--- src/design/assert_macros.svh ---
`ifndef ASSERT_MACROS_SVH
`define ASSERT_MACROS_SVH

// Clocked assertion that is switched off while reset is held.
`define ACS_ASSERT(lbl, clk, rst_n, prop, msg) \
    lbl: assert property (@(posedge clk) disable iff (!rst_n) prop) else $error(msg);

// Clocked assertion that also holds during reset.
`define ACS_ASSERT_ALWAYS(lbl, clk, prop, msg) \
    lbl: assert property (@(posedge clk) prop) else $error(msg);

`endif

--- src/design/acs_pkg.sv ---
package acs_pkg;

    localparam int MEM_DEPTH = 2048;
    localparam int IO_DEPTH  = 32;
    localparam int MEM_AW    = $clog2(MEM_DEPTH);
    localparam int IO_AW     = $clog2(IO_DEPTH);

    localparam int CMD_W   = 2;
    localparam int ADDR_W  = 11;
    localparam int BYTE_W  = 8;
    localparam int PC_W    = 11;
    localparam int INSTR_W = 16;
    localparam int ACC_W   = 16;
    localparam int OP_W    = 5;
    localparam int OPR_W   = 11;
    localparam int IN_W    = 24;
    localparam int OUT_W   = 72;

    localparam logic [CMD_W-1:0] CMD_WRITE_MEM = 2'd0;
    localparam logic [CMD_W-1:0] CMD_EXECUTE   = 2'd1;
    localparam logic [CMD_W-1:0] CMD_READ_MEM  = 2'd2;
    localparam logic [CMD_W-1:0] CMD_READ_IO   = 2'd3;

    localparam logic [OP_W-1:0] OP_WM   = 5'h01;
    localparam logic [OP_W-1:0] OP_RM   = 5'h02;
    localparam logic [OP_W-1:0] OP_BR   = 5'h03;
    localparam logic [OP_W-1:0] OP_RIO  = 5'h04;
    localparam logic [OP_W-1:0] OP_WIO  = 5'h05;
    localparam logic [OP_W-1:0] OP_WB   = 5'h06;
    localparam logic [OP_W-1:0] OP_WIB  = 5'h07;
    localparam logic [OP_W-1:0] OP_WACC = 5'h09;
    localparam logic [OP_W-1:0] OP_RACC = 5'h0B;
    localparam logic [OP_W-1:0] OP_SWAP = 5'h0E;
    localparam logic [OP_W-1:0] OP_BRLT = 5'h11;
    localparam logic [OP_W-1:0] OP_BRGT = 5'h12;
    localparam logic [OP_W-1:0] OP_BRNE = 5'h13;
    localparam logic [OP_W-1:0] OP_BRE  = 5'h14;
    localparam logic [OP_W-1:0] OP_SHR  = 5'h15;
    localparam logic [OP_W-1:0] OP_SHL  = 5'h16;
    localparam logic [OP_W-1:0] OP_XOR  = 5'h17;
    localparam logic [OP_W-1:0] OP_NOT  = 5'h18;
    localparam logic [OP_W-1:0] OP_OR   = 5'h19;
    localparam logic [OP_W-1:0] OP_AND  = 5'h1A;
    localparam logic [OP_W-1:0] OP_MUL  = 5'h1B;
    localparam logic [OP_W-1:0] OP_SUB  = 5'h1D;
    localparam logic [OP_W-1:0] OP_ADD  = 5'h1E;
    localparam logic [OP_W-1:0] OP_EOP  = 5'h1F;

    typedef struct packed {
        logic ovf;
        logic sign;
        logic carry;
        logic zero;
    } flags_t;

    typedef struct packed {
        logic             acc_we;
        logic [ACC_W-1:0] acc;
        logic             flag_we;
        flags_t           flags;
        logic             take;
    } alu_res_t;

    typedef enum logic [2:0] {
        ST_IDLE,
        ST_FETCH,
        ST_EXEC,
        ST_LOAD,
        ST_FINISH
    } seq_state_t;

    typedef enum logic [1:0] {
        LD_MBR,
        LD_IOBR,
        LD_RD_MEM,
        LD_RD_IO
    } load_kind_t;

    function automatic flags_t flags_of(input logic [16:0] r);
        flags_t f;
        f.zero  = (r == 17'd0);
        f.carry = (r > 17'h0FF);
        f.sign  = r[7];
        f.ovf   = (r > 17'h07F);
        return f;
    endfunction

endpackage

--- src/design/acs_alu.sv ---
module acs_alu (
    input  logic [acs_pkg::OP_W-1:0]   op,
    input  logic [acs_pkg::BYTE_W-1:0] a,
    input  logic [acs_pkg::BYTE_W-1:0] m,
    input  logic [acs_pkg::ACC_W-1:0]  acc,
    output acs_pkg::alu_res_t          res
);

    logic [8:0]  sum9;
    logic [8:0]  dif9;
    logic [7:0]  diff;
    logic [15:0] prod;
    logic [7:0]  shl;
    logic [7:0]  shr;

    always_comb begin
        sum9 = {1'b0, a} + {1'b0, m};
        dif9 = {1'b0, a} + {1'b0, 8'(-m)};
        diff = a - m;
        prod = 16'($signed(a) * $signed(m));
        shl  = (m >= 8'd8) ? 8'd0 : 8'(a << m[2:0]);
        shr  = (m >= 8'd8) ? 8'd0 : (a >> m[2:0]);

        res = '0;
        case (op)
            acs_pkg::OP_WACC: begin
                res.acc_we = 1'b1;
                res.acc    = {8'd0, m};
            end
            acs_pkg::OP_RACC: res.flag_we = 1'b1;
            acs_pkg::OP_ADD: begin
                res.acc_we = 1'b1;
                res.acc    = {8'd0, sum9[7:0]};
            end
            acs_pkg::OP_SUB: begin
                res.acc_we = 1'b1;
                res.acc    = {8'd0, dif9[7:0]};
            end
            acs_pkg::OP_MUL: begin
                res.acc_we = 1'b1;
                res.acc    = prod;
            end
            acs_pkg::OP_AND: begin
                res.acc_we = 1'b1;
                res.acc    = {8'd0, a & m};
            end
            acs_pkg::OP_OR: begin
                res.acc_we = 1'b1;
                res.acc    = {8'd0, a | m};
            end
            acs_pkg::OP_NOT: begin
                res.acc_we = 1'b1;
                res.acc    = {8'd0, ~a};
            end
            acs_pkg::OP_XOR: begin
                res.acc_we = 1'b1;
                res.acc    = {8'd0, a ^ m};
            end
            acs_pkg::OP_SHL: begin
                res.acc_we = 1'b1;
                res.acc    = {8'd0, shl};
            end
            acs_pkg::OP_SHR: begin
                res.acc_we = 1'b1;
                res.acc    = {8'd0, shr};
            end
            acs_pkg::OP_BRE, acs_pkg::OP_BRNE, acs_pkg::OP_BRGT, acs_pkg::OP_BRLT: begin
                res.acc_we = 1'b1;
                res.acc    = {8'd0, diff};
            end
            default: res.acc = '0;
        endcase

        case (op)
            acs_pkg::OP_ADD:  res.flags = acs_pkg::flags_of({8'd0, sum9});
            acs_pkg::OP_SUB:  res.flags = acs_pkg::flags_of({8'd0, dif9});
            acs_pkg::OP_RACC: res.flags = acs_pkg::flags_of({1'b0, acc});
            default:          res.flags = acs_pkg::flags_of({1'b0, res.acc});
        endcase
        if (res.acc_we) begin
            res.flag_we = 1'b1;
        end

        case (op)
            acs_pkg::OP_BRE:  res.take = res.flags.zero;
            acs_pkg::OP_BRNE: res.take = !res.flags.zero;
            acs_pkg::OP_BRGT: res.take = !res.flags.sign;
            acs_pkg::OP_BRLT: res.take = res.flags.sign;
            default:          res.take = 1'b0;
        endcase
    end

endmodule
--- config.mk ---
export PLATFORM = sky130hd
export DESIGN_NAME = acs_alu
export DESIGN_NICKNAME = d
export VERILOG_FILES = /design/src/design/assert_macros.svh /design/src/design/acs_pkg.sv /design/src/design/acs_alu.sv
export SDC_FILE = /design/constraint.sdc
export NUM_CORES = 1
export LEC_CHECK = 0
export ABC_AREA = 0
export BUFFER_PORTS_ARGS = -buffer_cell sky130_fd_sc_hd__clkbuf_2
export CORE_UTILIZATION = 40
export DETAILED_ROUTE_END_ITERATION = 6
export PLACE_DENSITY = 0.68
export SLEW_MARGIN = 20
export SYNTH_ARGS = -nofsm -noshare
export SYNTH_HDL_FRONTEND = slang
export SYNTH_SLANG_ARGS = --single-unit
export TNS_END_PERCENT = 50
--- constraint.sdc ---
create_clock -name vclk -period 8.13
set_clock_uncertainty 0.15 [all_clocks]
set_input_delay 0.4065 -clock vclk [all_inputs]
set_output_delay 0.4065 -clock vclk [all_outputs]
set_load 0.05 [all_outputs]
==> flow_summary_export.csv <==
group,metric,value,unit
outcome,status,"finished, final reports clean",
sta,max-slew-margin-rel,34.4,%
grt,antenna_found_initial,0,
sta,fmax,144,MHz
die,die_width,117,um
critical_path,path_cells,"clkbuf_2 > clkinv_1 > nor2_1 > fa_1 > inv_1 > fa_1 > fa_1 > fa_1 > inv_1 > ha_1 > a21o_1 > a21o_1 > a31oi_1 > xor2_1 > nor2_1 > or4_1 > or3_1 > o21a_1 > or2_2 > clkbuf_2",
critical_path,crit_arrival,6400,ps
final_layout,n_antenna_cell,0,
grt,grt_pass1_wl,25600,um
die,pin_count,60,
final_layout,fin_util,44.2,%
logic_synthesis,yosysWarnings,0,
grt,grt-ovfl-total,0,
critical_path,crit_path_max_incr_delay,550,ps
power,netSwitchingPower,0.578,mW
power,vdd.ir_drop.worst,0.186,mV
critical_path,path_class,"in2out",
power,swShare,60.0,%
sta,setup_tns,0,ps
critical_path,cp_common_cell,"fa_1",
grt,grtUsageTotal,24.1,%
placement,dp.final_hpwl,13000,um
critical_path,critPathCaptureType,"output pin",
die,core_area,12700,um2
drt,vias_per_cell,5.91,
power,power.leakage,2.70,nW
logic_synthesis,synthCells,683,
drt,ant_nets,0,
drt,wl,16000,um
sta,setup_violations,0,
final_layout,ff_latch_area,0,um2
drt,routedWlPerCell,18.1,um
cts,cts_resized,0,
placement,gp_congestion,0.953,
cts,cts_hold_buf,0,
final_layout,nFlopsAndLatches,0,
cts,cts_setup_buffers,0,
placement,port-buffer-count,60,
die,die_h,117,um
die,start_util,41.3,%
critical_path,cp_slowest_cell,"fa_1",
final_layout,layout_common_cells,"102 x inv_1, 64 x nor2_1, 64 x nand2_1",
sta,rsz0062_at_grt,"false",
grt,grt_max_degree,32,
power,comb_power_share,100.0,%
sta,hold_ws,1370,ps
final_layout,fin_nets,868,
sta,slew_violations,0,
final_layout,mostFrequentLayoutCell,"inv_1",
drt,drcViolationCount,0,
sta,period_minus_slack,6960,ps
drt,drt-initial-drc-count,477,
power,power_density,172,nW/um2
logic_synthesis,synth_seq_area_share,0,%
sta,worst-slew-pin-transition,976,ps
final_layout,area_growth,6.93,%
grt,grt_pass1_vias,4783,
final_layout,drive_above_1_share,11.6,%
die,core.rowCount,41,
critical_path,cp_max_fo,22,
sta,fin_ws,1170,ps
placement,dp_slack,1190,ps
power,power,0.964,mW
logic_synthesis,syn-cell-area,5260,um2
sta,finalCritPeriodShare,85.6,%
power,seqPwrFrac,0,%
die,design.die.area,13600,um2
logic_synthesis,syn_area_per_cell,7.70,um2
hold_path,worstHoldPathType,"in2out",
critical_path,worst_setup_path_start_kind,"input pin",
critical_path,crit_required,7570,ps
logic_synthesis,synth_cell_type_count,77,
sta,hold_viol,0,
drt,drt-pass1-iter-count,5,
drt,vias,5207,
power,clockPowerShare,0,%
logic_synthesis,syn-num-nets,840,
final_layout,nClkBuffers,0,
power,p_int,0.386,mW
run,maxCapViolations,0,
-- Yosys cell counts (all sizes together), types with 12 or more instances --
cell type    n  area share, %
inv        103            7.4
nand2       64            4.6
nor2        64            4.6
ha          62             15
fa          58             22
a21oi       27            2.6
xnor2       23            3.8
o21ai       21            2.0
clkbuf      20            1.5
buf         16            1.7
nor3        13            1.2
or4         12            1.9
-- cells by family (layout without fill, tap and decap cells) --
logic type               Yosys count  after routing  share of synthesized area [%]
AND/OR/NAND/NOR                  232            232                           22.0
buffers and inverters            143            169                           10.8
AO/OA/AOI/OAI                    139            139                           19.4
adder cells (fa/ha/maj)          120            120                           36.8
XOR/XNOR                          33             33                           5.50
multiplexers                      16             16                           5.47
-- cell type report --
class                           count  area (um2)
Fill cell                        1333        7100
Timing Repair Buffer               62         315
Multi-Input combinational cell    540        4690
Inverter                          107         402
Tap cell                          172         215
-- per-stage QoR --
stage / instances / cell area (um2)
floorplan: 683 / 5260
global placement: 881 / 5620
detailed placement: 881 / 5620
CTS: 881 / 5620
global route: 881 / 5620
finish: 881 / 5620
-- layer usage --
layer | part of all wire [%] | global-route usage [%] | vias up
met5 | 0 | 0 | -
met4 | 3.0 | 6.75 | 0
met3 | 9.3 | 3.11 | 30
met2 | 44 | 35.9 | 259
met1 | 44 | 36.1 | 2496
li1 | - | - | 2422
-- final timing paths --
check,cells after the start,to,from
min,3,res[22],op[4]
max,20,res[4],m[2]
-- worst max-delay path: cells and delay by family --
kind / cells / cell delay, ps
compound gates: 4 / 710
xor+xnor: 1 / 160
fa+ha+maj: 5 / 2420
buf+inv: 5 / 1010
simple gates: 5 / 1660
-- power by group through the flow --
stage	Clock (mW)	Sequential, mW	Combinational [mW]
2_1_floorplan	0	0	0.762
3_5_place_dp	0	0	0.958
5_1_grt	0	0	1.08
3_3_place_gp	0	0	0.954
4_1_cts	0	0	0.964
6_report	0	0	0.964
No activity file was read; power rests on OpenSTA's default activity.
